[src/design/scet_pkg.sv]
// Package for the split cosine edge taper unit: widths, fixed-point
// constants, register indexes and the sine series reciprocals.
// No dependencies.
package scet_pkg;

    // Configuration register width and indexes
    localparam int CFG_W   = 17;
    localparam int CFG_IDX_W = 2;
    localparam logic [CFG_IDX_W-1:0] REG_SAMPLE_COUNT   = 2'd0;
    localparam logic [CFG_IDX_W-1:0] REG_START_FRACTION = 2'd1;
    localparam logic [CFG_IDX_W-1:0] REG_END_FRACTION   = 2'd2;

    // Reset values of the registers
    localparam logic [CFG_W-1:0] RST_SAMPLE_COUNT = 17'd1024;
    localparam logic [CFG_W-1:0] RST_FRACTION     = 17'd32768;
    localparam logic [CFG_W-1:0] FRACTION_ONE     = 17'd65536;

    // Default parameter values
    localparam int DEF_MAX_SAMPLES = 65536;
    localparam int DEF_SAMPLE_BITS = 24;

    // Fixed point
    localparam int GAIN_W = 20;
    localparam int PHASE_W = 21;
    localparam int PHASE_FRAC = 20;
    localparam int Q30_W = 31;
    localparam int FACTOR_W = 17;
    localparam logic [Q30_W-1:0]    Q30_ONE     = 31'd1073741824;
    localparam logic [31:0]         PI_HALF_Q30 = 32'd1686629713;
    localparam logic [PHASE_W-1:0]  PHASE_ONE   = 21'd1048576;
    localparam logic [PHASE_W-1:0]  PHASE_HALF  = 21'd524288;
    localparam logic [FACTOR_W-1:0] FACTOR_ONE  = 17'd65536;
    localparam logic [GAIN_W-1:0]   GAIN_MAX    = 20'd1048575;

    // Sine series: four nested terms, divisors 72, 42, 20, 6 from the
    // innermost out. Each division of a Q0.30 value is a multiply by
    // ceil(2^(30+l)/d) and a shift by 30+l, with l = ceil(log2(d)); this is
    // exact for every dividend below 2^30.
    localparam int SERIES_TERMS = 4;
    localparam int SERIES_W = 2;

    function automatic logic [31:0] series_recip(input logic [SERIES_W-1:0] j);
        logic [31:0] m;
        case (j)
            2'd0:    m = 32'd1908874354;
            2'd1:    m = 32'd1636178018;
            2'd2:    m = 32'd1717986919;
            default: m = 32'd1431655766;
        endcase
        return m;
    endfunction

    function automatic logic [5:0] series_shift(input logic [SERIES_W-1:0] j);
        logic [5:0] s;
        case (j)
            2'd0:    s = 6'd37;
            2'd1:    s = 6'd36;
            2'd2:    s = 6'd35;
            default: s = 6'd33;
        endcase
        return s;
    endfunction

endpackage

[src/design/split_cosine_edge_taper_unit.sv]
// Split cosine edge taper unit: tapers the ends of a sample block with a
// cosine bell and reports an amplitude correction ratio with the last item.
// Depends on scet_pkg.
//
//  Channel  | Dir | Fields (low bit first)
//  ---------+-----+-----------------------------------------------------
//  s_       | in  | tdata: sample
//  m_       | out | tdata: tapered_sample, gain; tuser: gain_valid;
//           |     | tlast: last_sample
//  cfg_     | in  | wen, index (0 count, 1 start fraction, 2 end fraction)
//
// One item at a time through a shared 32x32 multiplier and a radix-2
// divider. Each item passes the position, apply, round and output steps;
// the first item of a block adds the ramp length steps, each ramp that
// covers the item adds a phase division and the sine series, and the last
// item of a block with a nonzero area adds the gain division.
// Reset is synchronous; a finished item waits in the output register while
// the next item is taken in, and the sequencer stalls only when a second
// result is ready before the first one has been taken.
module split_cosine_edge_taper_unit #(
    parameter int MAX_SAMPLES = scet_pkg::DEF_MAX_SAMPLES,
    parameter int SAMPLE_BITS = scet_pkg::DEF_SAMPLE_BITS
) (
    input  logic aclk,
    input  logic aresetn,
    // sample
    input  logic [((SAMPLE_BITS+7)/8)*8-1:0] s_tdata,
    input  logic s_tvalid,
    output logic s_tready,
    // tapered_sample, gain
    output logic [((SAMPLE_BITS+scet_pkg::GAIN_W+7)/8)*8-1:0] m_tdata,
    // gain_valid
    output logic m_tuser,
    output logic m_tlast,
    output logic m_tvalid,
    input  logic m_tready,
    input  logic cfg_wen,
    input  logic [scet_pkg::CFG_IDX_W-1:0] cfg_index,
    input  logic [scet_pkg::CFG_W-1:0] cfg_wdata
);
    import scet_pkg::*;

    localparam int CNT_W  = $clog2(MAX_SAMPLES+1);
    localparam int SUM_W  = CNT_W + 18;
    localparam int DIV_W  = CNT_W + 33;
    localparam int DEN_W  = SUM_W;
    localparam int DCNT_W = $clog2(DIV_W+1);
    localparam int PD_IT  = CNT_W + PHASE_FRAC;

    localparam logic [4:0] ST_IDLE  = 5'd0;
    localparam logic [4:0] ST_LENF  = 5'd1;
    localparam logic [4:0] ST_LENB  = 5'd2;
    localparam logic [4:0] ST_LENE  = 5'd3;
    localparam logic [4:0] ST_POS   = 5'd4;
    localparam logic [4:0] ST_PDIV  = 5'd5;
    localparam logic [4:0] ST_PWAIT = 5'd6;
    localparam logic [4:0] ST_TMUL  = 5'd7;
    localparam logic [4:0] ST_T     = 5'd8;
    localparam logic [4:0] ST_T2    = 5'd9;
    localparam logic [4:0] ST_T2D   = 5'd10;
    localparam logic [4:0] ST_AMUL  = 5'd11;
    localparam logic [4:0] ST_RMUL  = 5'd12;
    localparam logic [4:0] ST_RQ    = 5'd13;
    localparam logic [4:0] ST_SMUL  = 5'd14;
    localparam logic [4:0] ST_S     = 5'd15;
    localparam logic [4:0] ST_FMUL  = 5'd16;
    localparam logic [4:0] ST_G     = 5'd17;
    localparam logic [4:0] ST_APPLY = 5'd18;
    localparam logic [4:0] ST_RND   = 5'd19;
    localparam logic [4:0] ST_GWAIT = 5'd20;
    localparam logic [4:0] ST_OUT   = 5'd21;

    // Configuration and block state
    logic [CFG_W-1:0] count_reg, start_frac_reg, end_frac_reg;
    logic [CNT_W-1:0] sample_index_reg, front_len_reg, back_len_reg;
    logic [SUM_W-1:0] area_reg;

    // Item work registers
    logic [4:0] state_reg, state_next;
    logic [SAMPLE_BITS-1:0] raw_reg;
    logic [CNT_W-1:0] i_reg, k_reg;
    logic last_reg, back_act_reg, ramp_sel_reg;
    logic [PHASE_W-1:0] p_reg;
    logic [Q30_W-1:0] t_reg, t2_reg, a_reg, s_reg;
    logic [SERIES_W-1:0] term_reg;
    logic [FACTOR_W-1:0] fac_reg;
    logic [63:0] prod_reg;
    logic [SAMPLE_BITS-1:0] tap_reg;
    logic [GAIN_W-1:0] gain_reg;

    // Divider
    logic [DIV_W-1:0] div_num_reg;
    logic [DEN_W-1:0] div_rem_reg, div_den_reg;
    logic [DCNT_W-1:0] div_cnt_reg;
    logic [DEN_W:0] rem_sh, rem_sub;
    logic div_ge, div_done;

    // Output register
    logic m_valid_reg, m_last_reg;
    logic [SAMPLE_BITS-1:0] m_tap_reg;
    logic [GAIN_W-1:0] m_gain_reg;

    // Combinational helpers
    logic [CNT_W-1:0] n_eff, i_now, pos_sel, len_sel;
    logic [CFG_W-1:0] fs_c, fe_c;
    logic [31:0] mul_a, mul_b;
    logic [PHASE_W-1:0] u_val;
    logic [Q30_W-1:0] f_val, g_val;
    logic [FACTOR_W-1:0] factor_val;
    logic [SAMPLE_BITS-1:0] mag, r_val;
    logic [63:0] rnd_sum, q_val;
    logic [PD_IT-1:0] p_num;
    logic [DIV_W-1:0] g_num;
    logic [CNT_W:0] units;
    logic accept, out_free, cfg_restart;

    assign accept   = s_tvalid && s_tready;
    assign s_tready = (state_reg == ST_IDLE);
    assign out_free = !m_valid_reg || m_tready;
    assign cfg_restart = cfg_wen && (cfg_index == REG_SAMPLE_COUNT ||
                                     cfg_index == REG_START_FRACTION ||
                                     cfg_index == REG_END_FRACTION);

    // Effective count and clamped fractions
    always_comb begin
        if (count_reg == '0) begin
            n_eff = CNT_W'(1);
        end else if (32'(count_reg) > 32'(MAX_SAMPLES)) begin
            n_eff = CNT_W'(MAX_SAMPLES);
        end else begin
            n_eff = CNT_W'(count_reg);
        end
        fs_c = (start_frac_reg > FRACTION_ONE) ? FRACTION_ONE : start_frac_reg;
        fe_c = (end_frac_reg > FRACTION_ONE) ? FRACTION_ONE : end_frac_reg;
        i_now = (sample_index_reg >= n_eff) ? n_eff - CNT_W'(1) : sample_index_reg;
    end

    // Ramp operand selection and phase numerator
    assign pos_sel = ramp_sel_reg ? k_reg : i_reg;
    assign len_sel = ramp_sel_reg ? back_len_reg : front_len_reg;
    assign p_num   = {pos_sel, {PHASE_FRAC{1'b0}}} + PD_IT'(len_sel >> 1);
    assign u_val   = (p_reg <= PHASE_HALF) ? p_reg : PHASE_ONE - p_reg;
    assign units   = (CNT_W+1)'(front_len_reg) + (CNT_W+1)'(back_len_reg);
    assign g_num   = (DIV_W'(units) << 32) + DIV_W'(area_reg >> 1);

    // Series term quotient from the reciprocal product
    assign q_val   = prod_reg >> series_shift(term_reg);

    // Factor from the squared sine
    always_comb begin
        f_val = prod_reg[60:30];
        g_val = (p_reg <= PHASE_HALF) ? f_val : Q30_ONE - f_val;
        factor_val = FACTOR_W'((32'(g_val) + 32'd8192) >> 14);
    end

    // Sample magnitude and rounded product
    assign mag     = raw_reg[SAMPLE_BITS-1] ? (~raw_reg + SAMPLE_BITS'(1)) : raw_reg;
    assign rnd_sum = prod_reg + 64'd32768;
    assign r_val   = rnd_sum[SAMPLE_BITS+15:16];

    // Shared multiplier operand selection
    always_comb begin
        mul_a = '0;
        mul_b = '0;
        case (state_reg)
            ST_LENF: begin
                mul_a = 32'(fs_c);
                mul_b = 32'(n_eff);
            end
            ST_LENB: begin
                mul_a = 32'(fe_c);
                mul_b = 32'(n_eff);
            end
            ST_TMUL: begin
                mul_a = PI_HALF_Q30;
                mul_b = 32'(u_val);
            end
            ST_T2: begin
                mul_a = 32'(t_reg);
                mul_b = 32'(t_reg);
            end
            ST_AMUL: begin
                mul_a = 32'(t2_reg);
                mul_b = 32'(a_reg);
            end
            ST_RMUL: begin
                mul_a = 32'(prod_reg[59:30]);
                mul_b = series_recip(term_reg);
            end
            ST_SMUL: begin
                mul_a = 32'(t_reg);
                mul_b = 32'(a_reg);
            end
            ST_FMUL: begin
                mul_a = 32'(s_reg);
                mul_b = 32'(s_reg);
            end
            ST_APPLY: begin
                mul_a = 32'(mag);
                mul_b = 32'(fac_reg);
            end
            default: begin
                mul_a = '0;
                mul_b = '0;
            end
        endcase
    end

    // Divider step
    assign rem_sh   = {div_rem_reg, div_num_reg[DIV_W-1]};
    assign div_ge   = rem_sh >= {1'b0, div_den_reg};
    assign rem_sub  = rem_sh - {1'b0, div_den_reg};
    assign div_done = (div_cnt_reg == '0);

    // Sequencer
    always_comb begin
        state_next = state_reg;
        unique case (state_reg)
            ST_IDLE:  if (accept) begin
                state_next = (sample_index_reg == '0) ? ST_LENF : ST_POS;
            end
            ST_LENF:  state_next = ST_LENB;
            ST_LENB:  state_next = ST_LENE;
            ST_LENE:  state_next = ST_POS;
            ST_POS: begin
                if ((i_now < front_len_reg) ||
                    ((n_eff - CNT_W'(1) - i_now) < back_len_reg)) begin
                    state_next = ST_PDIV;
                end else begin
                    state_next = ST_APPLY;
                end
            end
            ST_PDIV:  state_next = ST_PWAIT;
            ST_PWAIT: if (div_done) begin
                state_next = ST_TMUL;
            end
            ST_TMUL:  state_next = ST_T;
            ST_T:     state_next = ST_T2;
            ST_T2:    state_next = ST_T2D;
            ST_T2D:   state_next = ST_AMUL;
            ST_AMUL:  state_next = ST_RMUL;
            ST_RMUL:  state_next = ST_RQ;
            ST_RQ: begin
                state_next = (term_reg == SERIES_W'(SERIES_TERMS-1)) ? ST_SMUL : ST_AMUL;
            end
            ST_SMUL:  state_next = ST_S;
            ST_S:     state_next = ST_FMUL;
            ST_FMUL:  state_next = ST_G;
            ST_G: begin
                state_next = (!ramp_sel_reg && back_act_reg) ? ST_PDIV : ST_APPLY;
            end
            ST_APPLY: state_next = ST_RND;
            ST_RND: begin
                state_next = (last_reg && area_reg != '0) ? ST_GWAIT : ST_OUT;
            end
            ST_GWAIT: if (div_done) begin
                state_next = ST_OUT;
            end
            ST_OUT: if (out_free) begin
                state_next = ST_IDLE;
            end
            default:  state_next = ST_IDLE;
        endcase
    end

    // Control and block state
    always_ff @(posedge aclk) begin
        if (!aresetn) begin
            state_reg        <= ST_IDLE;
            count_reg        <= RST_SAMPLE_COUNT;
            start_frac_reg   <= RST_FRACTION;
            end_frac_reg     <= RST_FRACTION;
            sample_index_reg <= '0;
            front_len_reg    <= '0;
            back_len_reg     <= '0;
            area_reg         <= '0;
            m_valid_reg      <= 1'b0;
        end else begin
            state_reg <= state_next;
            // output register valid
            if (state_reg == ST_OUT && out_free) begin
                m_valid_reg <= 1'b1;
            end else if (m_valid_reg && m_tready) begin
                m_valid_reg <= 1'b0;
            end
            case (state_reg)
                ST_LENB: front_len_reg <= CNT_W'((prod_reg + 64'd32768) >> 16);
                ST_LENE: back_len_reg  <= CNT_W'((prod_reg + 64'd32768) >> 16);
                default: ;
            endcase
            if (cfg_wen) begin
                unique case (cfg_index)
                    REG_SAMPLE_COUNT:   count_reg      <= cfg_wdata;
                    REG_START_FRACTION: start_frac_reg <= cfg_wdata;
                    REG_END_FRACTION:   end_frac_reg   <= cfg_wdata;
                    default: ;
                endcase
            end
            // block position and area; register writes restart the block
            if (cfg_restart) begin
                sample_index_reg <= '0;
                area_reg         <= '0;
            end else if (state_reg == ST_G) begin
                area_reg <= area_reg + SUM_W'(factor_val);
            end else if (state_reg == ST_OUT && out_free) begin
                if (last_reg) begin
                    sample_index_reg <= '0;
                    area_reg         <= '0;
                end else begin
                    sample_index_reg <= i_reg + CNT_W'(1);
                end
            end
        end
    end

    // Datapath registers
    always_ff @(posedge aclk) begin
        prod_reg <= mul_a * mul_b;
        if (!aresetn) begin
            div_cnt_reg <= '0;
        end else begin
            case (state_reg)
                ST_IDLE: if (accept) begin
                    raw_reg <= s_tdata[SAMPLE_BITS-1:0];
                end
                ST_POS: begin
                    i_reg         <= i_now;
                    k_reg         <= n_eff - CNT_W'(1) - i_now;
                    last_reg      <= (i_now == n_eff - CNT_W'(1));
                    back_act_reg  <= (n_eff - CNT_W'(1) - i_now) < back_len_reg;
                    ramp_sel_reg  <= !(i_now < front_len_reg);
                    fac_reg       <= FACTOR_ONE;
                end
                ST_PDIV: begin
                    div_num_reg <= DIV_W'(p_num) << (DIV_W - PD_IT);
                    div_den_reg <= DEN_W'(len_sel);
                    div_rem_reg <= '0;
                    div_cnt_reg <= DCNT_W'(PD_IT);
                end
                ST_PWAIT: begin
                    if (div_done) begin
                        p_reg <= div_num_reg[PHASE_W-1:0];
                    end else begin
                        div_rem_reg <= div_ge ? rem_sub[DEN_W-1:0] : rem_sh[DEN_W-1:0];
                        div_num_reg <= {div_num_reg[DIV_W-2:0], div_ge};
                        div_cnt_reg <= div_cnt_reg - DCNT_W'(1);
                    end
                end
                ST_T:   t_reg <= prod_reg[50:20];
                ST_T2D: begin
                    t2_reg   <= prod_reg[60:30];
                    a_reg    <= Q30_ONE;
                    term_reg <= '0;
                end
                ST_RQ: begin
                    a_reg    <= Q30_ONE - Q30_W'(q_val);
                    term_reg <= term_reg + SERIES_W'(1);
                end
                ST_S: s_reg <= prod_reg[60:30];
                ST_G: begin
                    fac_reg <= factor_val;
                    if (!ramp_sel_reg && back_act_reg) begin
                        ramp_sel_reg <= 1'b1;
                    end
                end
                ST_RND: begin
                    tap_reg  <= raw_reg[SAMPLE_BITS-1] ? (~r_val + SAMPLE_BITS'(1)) : r_val;
                    gain_reg <= last_reg ? FACTOR_ONE[GAIN_W-1:0] : '0;
                    if (last_reg && area_reg != '0) begin
                        div_num_reg <= g_num;
                        div_den_reg <= area_reg;
                        div_rem_reg <= '0;
                        div_cnt_reg <= DCNT_W'(DIV_W);
                    end
                end
                ST_GWAIT: begin
                    if (div_done) begin
                        gain_reg <= (div_num_reg > DIV_W'(GAIN_MAX)) ? GAIN_MAX
                                                                     : div_num_reg[GAIN_W-1:0];
                    end else begin
                        div_rem_reg <= div_ge ? rem_sub[DEN_W-1:0] : rem_sh[DEN_W-1:0];
                        div_num_reg <= {div_num_reg[DIV_W-2:0], div_ge};
                        div_cnt_reg <= div_cnt_reg - DCNT_W'(1);
                    end
                end
                ST_OUT: if (out_free) begin
                    m_tap_reg  <= tap_reg;
                    m_gain_reg <= gain_reg;
                    m_last_reg <= last_reg;
                end
                default: ;
            endcase
        end
    end

    // Output packing
    always_comb begin
        m_tdata = '0;
        m_tdata[SAMPLE_BITS-1:0] = m_tap_reg;
        m_tdata[SAMPLE_BITS+GAIN_W-1:SAMPLE_BITS] = m_gain_reg;
    end
    assign m_tuser  = m_last_reg;
    assign m_tlast  = m_last_reg;
    assign m_tvalid = m_valid_reg;

endmodule
[config.mk]
export PLATFORM = sky130hd
export DESIGN_NAME = split_cosine_edge_taper_unit
export DESIGN_NICKNAME = d
export VERILOG_FILES = /design/src/design/scet_pkg.sv /design/src/design/split_cosine_edge_taper_unit.sv
export SDC_FILE = /design/constraint.sdc
export NUM_CORES = 2
export LEC_CHECK = 0
export ABC_CLOCK_PERIOD_IN_PS = 10310
export BUFFER_PORTS_ARGS = -buffer_cell sky130_fd_sc_hd__buf_2
export CAP_MARGIN = 20
export CORE_MARGIN = 2
export CORE_UTILIZATION = 50
export DETAILED_ROUTE_END_ITERATION = 10
export PLACE_DENSITY = 0.68
export SETUP_SLACK_MARGIN = 0.15
export SYNTH_ARGS = -nofsm -noshare
export SYNTH_HDL_FRONTEND = slang
export SYNTH_SLANG_ARGS = --single-unit
[constraint.sdc]
create_clock -name aclk -period 10.31 [get_ports aclk]
set_input_delay 1.5465 -clock aclk [delete_from_list [all_inputs] [get_ports aclk]]
set_output_delay 1.5465 -clock aclk [all_outputs]
set_load 0.05 [all_outputs]
After elaboration in Yosys (flattened, before gate mapping)
Cells that the tools add are included.
{"block": "totals", "ff_bits": 647, "word_cells": 204, "out_inout_bits": 52}
{"block": "op_classes", "n_mul": 1, "n_shift": 1, "addsub": 17, "bitwise_logic": 4, "n_eq_ne": 34, "order_cmp": 9, "n_reduce_logical": 54, "n_mux": 52}
{"operator": "31-bit case mux with 8 select lines", "count": 1}
{"operator": "35-bit two-way mux", "count": 7}
{"operator": "31-bit case mux with 7 select lines", "count": 1}
{"operator": "50-bit case mux with 3 select lines", "count": 1}
{"operator": "17-bit two-way mux", "count": 8}
{"operator": "5-bit case mux with 22 select lines", "count": 1}
{"operator": "35-bit case mux with 3 select lines", "count": 1}
{"operator": "50-bit two-way mux", "count": 2}
{"operator": "30-bit case mux with 3 select lines", "count": 1}
{"operator": "35-bit case mux with 2 select lines", "count": 1}
{"operator": "32-bit by 32-bit multiplier with 64-bit output", "count": 1}
{"operator": "64-bit by 6-bit >> shifter with 31-bit output", "count": 1}
{"operator": "31-bit case mux with 2 select lines", "count": 1}
{"operator": "31-bit subtractor, first input constant", "count": 2}
{"operator": "20-bit two-way mux", "count": 3}
{"operator": "17-bit greater-than comparator, second input constant", "count": 3}
{"operator": "50-bit by 34-bit adder with 50-bit output", "count": 1}
{"operator": "50-bit by 20-bit greater-than comparator with 1-bit output, second input constant", "count": 1}
{"operator": "24-bit by 1-bit adder with 24-bit output, second input constant", "count": 2}
{"operator": "24-bit two-way mux", "count": 2}
{"operator": "24-bit inverter", "count": 2}
{"operator": "40-bit by 16-bit adder with 40-bit output, second input constant", "count": 1}
{"operator": "5-bit by 4-bit == test with 1-bit output, second input constant", "count": 8}
{"operator": "20-bit case mux with 2 select lines", "count": 1}
{"operator": "50 further kinds", "count": 119}

Depth between registers and ports, before layout
{"block": "logic_depth", "word_depth": 10, "mapped_depth": 43, "mapped_depth_nobuf": 39}

Least setup slack after synthesis
OpenSTA, ideal clock, no wires.
{"block": "synth_path", "kind": "flip-flop to flip-flop", "start": "register term_reg[0]", "end": "register prod_reg[61]", "t_required_ns": 10.194, "stages_incl_launch_ff": 36, "arrival_ns": 9.861, "path_slack_ns": 0.333, "path_buffers": 3, "setup_time_ns": 0.116, "path_cell_list": "edfxtp_1 inv_1 ha_1 o21bai_1 clkbuf_1 clkbuf_1 o21ai_0 a221o_1 a2111oi_0 clkbuf_1 nor2_1 fa_1 fa_1 fa_1 inv_1 fa_1 inv_1 fa_1 fa_1 fa_1 inv_1 fa_1 inv_1 ha_1 a21oi_1 o21bai_1 a21o_1 a21o_1 a21o_1 a21o_1 a221oi_1 a211oi_2 or3_4 a41oi_4 o311ai_0 o211a_1"}
{"block": "synth_between", "elab_chain_cells": 4, "word_cells_on_any_way": 6}
{"element": "start, declared", "line": "split_cosine_edge_taper_unit.sv:85", "source": "logic [SERIES_W-1:0] term_reg;"}
{"element": "start signal, assigned", "line": "split_cosine_edge_taper_unit.sv:357", "source": "term_reg <= term_reg + SERIES_W'(1);"}
{"element": "2-bit == test, or another cell as far along", "line": "scet_pkg.sv:44", "source": "case (j)"}
{"element": "30-bit case mux with 3 select lines (*)", "line": "scet_pkg.sv:44"}
{"element": "31-bit case mux with 7 select lines (*)", "line": "split_cosine_edge_taper_unit.sv:165", "source": "case (state_reg)"}
{"element": "32-bit by 32-bit multiplier with 64-bit output (*)", "line": "split_cosine_edge_taper_unit.sv:318", "source": "prod_reg <= mul_a * mul_b;"}
{"element": "end signal, assigned", "line": "split_cosine_edge_taper_unit.sv:318"}
{"element": "end, declared", "line": "split_cosine_edge_taper_unit.sv:87", "source": "logic [63:0] prod_reg;"}
Mark *: on every way between the ends. The rest lies on a longest branch, timed or not.
A chain may end at the register's enable or synchronous reset.

Worst setup path in the final report
{"block": "layout_path", "start": "register raw_reg[8]", "end": "register prod_reg[56]"}
{"block": "layout_between", "elab_chain_cells": 5}
{"element": "start, declared", "line": "split_cosine_edge_taper_unit.sv:80", "source": "logic [SAMPLE_BITS-1:0] raw_reg;"}
{"element": "start signal, assigned", "line": "split_cosine_edge_taper_unit.sv:324", "source": "raw_reg <= s_tdata[SAMPLE_BITS-1:0];"}
{"element": "24-bit inverter", "line": "split_cosine_edge_taper_unit.sv:157", "source": "assign mag = raw_reg[SAMPLE_BITS-1] ? (~raw_reg + SAMPLE_BITS'(1)) : raw_reg;"}
{"element": "24-bit by 1-bit adder with 24-bit output", "line": "split_cosine_edge_taper_unit.sv:157"}
{"element": "24-bit two-way mux (*)", "line": "split_cosine_edge_taper_unit.sv:157"}
{"element": "31-bit case mux with 8 select lines (*)", "line": "split_cosine_edge_taper_unit.sv:165"}
{"element": "32-bit by 32-bit multiplier with 64-bit output (*)", "line": "split_cosine_edge_taper_unit.sv:318"}
Marked as above.

==> metrics <==
CP Class reg2reg; final instance area 74400 um2; GR Util All Layers 0.338; CP Max Fanout 11; Hold Startpoint tap_reg[14]$_DFFE_PP_; CP required 10.81 ns; vias in the first global route 53800; Initial Util 0.503; Area Overhead vs Synth 12.6%; reg2reg end prod_reg[56]$_DFF_P_; HP Class reg2reg; Leak Pwr 33.3 nW; Hold Fails Final Rpt 0; final setup vio count 0; Initial DRT Pass Iterations 8; max reg flops 50; reg2reg path depth 37; Placed Area 71100 um2; CTS clock-pin slew for the worst setup and hold paths 0.07 ns; final-report max-slew violation count 0; post-DP HPWL 184 mm; WL final 229 mm; placed cell count 8986; wire per inst 25.1 um; TritonCTS clock tree yes; FMAX 0.0993 GHz; share of layout cells above drive strength 1 0.121; non-filler cells, final 9131; Die Span Y 368 um; DR iter-0 viols 6276; sequential area share after synthesis 0.257; Worst path most repeated cell fa_1; top-level port count 100; Rel. slew slack 0.254; worst skew pair latency 0.63 ns; Synth cell types 106; Worst Clk Skew 0.0160 ns; Post-synth ARST share 0; YS warnings 0; grt ovf 0; slowest cell on the critical path or4_4; Netlist Area Pre-Place 66100 um2; gpl congestion 1.02; RSZ-0062 raised after global routing true; Gate Count Post-Synth 7092; Crit. Startpoint raw_reg[8]$_DFFE_PP_; CTS H-tree depth 3; first-pass GRT wire length 341 mm; Die Wd 368 um; Setup crit end prod_reg[56]$_DFF_P_; Inserted Clock Buffers 67; Final #Nets 8625; Crit. End Element register; Detail Route Antenna Nets 0; syn_area_per_cell 9.32 um2; Yosys reg bits 632; Multi-input gate area 44700 um2; Worst path max stage delay 0.55 ns; root buffer cell clkbuf_16; crit path DAT 10.57 ns; Final min period 10.07 ns; Via density 5.97; most common flop cell mapped by yosys edfxtp_1; register area 17000 um2; Residual DRC 0; worst-margin pin slew 1.11 ns; initial antenna violation count 14; Post-synth EDFFs 434; Power Dens Cells 104 nW/um2; Reg-to-Reg Start raw_reg[8]$_DFFE_PP_; setup_tns 0 ns; total clock sinks 632; status finished, final reports clean; overall power 7.77 mW; Vias 54500; core area 131000 um2; Final Util 0.567; Max Cap Viol 0; die area 135000 um2; CP startpoint kind register; pin count of the biggest net entering global routing 73; Placement Rows 133; port bufs 95; filler instances 11600; maximum resistive drop on vdd 0.111 mV; Final Cycle Share 0.977; reg-to-reg slack, setup 0.24 ns; Clock Tree Buf Depth 3
[stage by stage]
stage	hold slack, ns	setup WS [ns]
2_1_floorplan	0.400	0.333
3_3_place_gp	0.404	-0.0590
3_5_place_dp	0.405	-0.150
4_1_cts	0.418	0.154
5_1_grt	0.420	-0.00710
6_report	0.415	0.240
[per-layer routing]
| layer | wire length [um] | track usage |
|---|---|---|
| met2 | 99100 | 0.508 |
| met4 | 12100 | 0.139 |
| met3 | 26100 | 0.0777 |
| met5 | 85 | 0.00142 |
| met1 | 91600 | 0.472 |
[cell usage in the layout, fill, tap and decap left out, drive strengths merged, types with 18 or more instances in the layout]
cell / Yosys / routed
inv: 1066 / 1069
nand2: 949 / 949
fa: 843 / 843
nor2: 741 / 741
buf: 57 / 520
edfxtp: 434 / 434
ha: 413 / 413
a21oi: 293 / 293
dfxtp: 198 / 198
o21ai: 175 / 175
xnor2: 150 / 150
xor2: 143 / 143
nand3: 103 / 103
mux2i: 100 / 100
clkbuf: 306 / 87
a21o: 72 / 72
and2: 69 / 69
nor3: 69 / 69
nand4: 64 / 64
nand2b: 61 / 61
a211oi: 57 / 57
and3: 53 / 53
a22oi: 52 / 52
o31ai: 46 / 46
nor4: 46 / 46
nor2b: 39 / 39
o21a: 38 / 38
or3: 31 / 31
o21bai: 26 / 26
a2111oi: 25 / 25
a31oi: 24 / 24
a221oi: 24 / 24
mux4: 23 / 23
a22o: 21 / 21
a221o: 21 / 21
clkinv: 0 / 20
or2: 18 / 18
[cell type report]
type / count / share of cell area
multi-input combinational: 5034 / 0.600
sequential: 632 / 0.228
timing repair buffer: 520 / 0.0554
inverter: 1066 / 0.0538
tap: 1755 / 0.0295
clock buffer: 87 / 0.0261
clock inverter: 34 / 0.00639
antenna: 3 / 0.000101
[cells in the mapped netlist (19+ instances only)]
cell type / instances / share of area
a211oi_1: 51 / 0.0058
a21o_1: 72 / 0.0082
a21oi_1: 290 / 0.022
a221o_1: 21 / 0.0032
a221oi_1: 24 / 0.0032
a22o_1: 21 / 0.0028
a22oi_1: 52 / 0.0059
a31oi_1: 24 / 0.0023
and2_1: 68 / 0.0064
and3_1: 53 / 0.0050
buf_1: 28 / 0.0016
buf_2: 19 / 0.0014
clkbuf_1: 306 / 0.017
dfxtp_1: 198 / 0.060
edfxtp_1: 434 / 0.20
fa_1: 843 / 0.26
ha_1: 413 / 0.078
inv_1: 1065 / 0.060
mux2i_1: 100 / 0.015
mux4_2: 23 / 0.0078
nand2_1: 949 / 0.054
nand2b_1: 61 / 0.0058
nand3_1: 103 / 0.0078
nand4_1: 63 / 0.0060
nor2_1: 740 / 0.042
nor2b_1: 39 / 0.0037
nor3_1: 66 / 0.0050
nor4_1: 44 / 0.0042
o21a_1: 38 / 0.0043
o21ai_0: 169 / 0.013
o21bai_1: 26 / 0.0030
o31ai_1: 44 / 0.0050
or3_1: 30 / 0.0028
xnor2_1: 150 / 0.020
xor2_1: 143 / 0.019
[cell families (layout without fill, tap and decap cells)]
logic type,after synthesis,after routing,synth area share
and+or+nand+nor,2305,2305,0.154
AOI/OAI and AO/OA,1039,1039,0.109
DFF,632,632,0.257
other,1,7,0.0000567
adders and majority gates,1256,1256,0.334
muxes,137,137,0.0254
buffers and inverters,1429,1707,0.0822
xor gates and xnor gates,293,293,0.0388
[where the power goes]
group	leakage [nW]	internal [mW]	switching, mW	total (mW)
clock	1.19	1.61	1.07	2.68
combinational	26.3	0.754	1.37	2.13
sequential	5.77	2.83	0.138	2.96
total	33.3	5.19	2.58	7.77
[how the worst min path moves through the flow]
stage | to | slack [ns] | depth (start not counted)
floorplan | m_gain_reg[0]$_DFFE_PP_ | 0.40 | 0
global placement | m_gain_reg[2]$_DFFE_PP_ | 0.40 | 0
detailed placement | m_tap_reg[8]$_DFFE_PP_ | 0.40 | 0
CTS | m_tap_reg[14]$_DFFE_PP_ | 0.42 | 0
global route | m_gain_reg[1]$_DFFE_PP_ | 0.42 | 0
finish | m_tap_reg[14]$_DFFE_PP_ | 0.41 | 0
[timing repair]
item | CTS | global route
setup endpoints to repair | 15 | 31
resized for setup | 20 | 127
setup buffers | 2 | 18
hold buffers | 0 | 0
pin swaps | 7 | 124
hold endpoints to repair | 0 | 0
[critical path: cells and delay by family (launching register included)]
kind / cells / cell delay, ns
xor gates and xnor gates: 1 / 0.11
AOI/OAI and AO/OA: 12 / 2.29
and+or+nand+nor: 8 / 2.15
buffers and inverters: 7 / 0.61
DFF: 1 / 0.40
adders and majority gates: 9 / 4.35
Power figures use the tool's default switching activity.
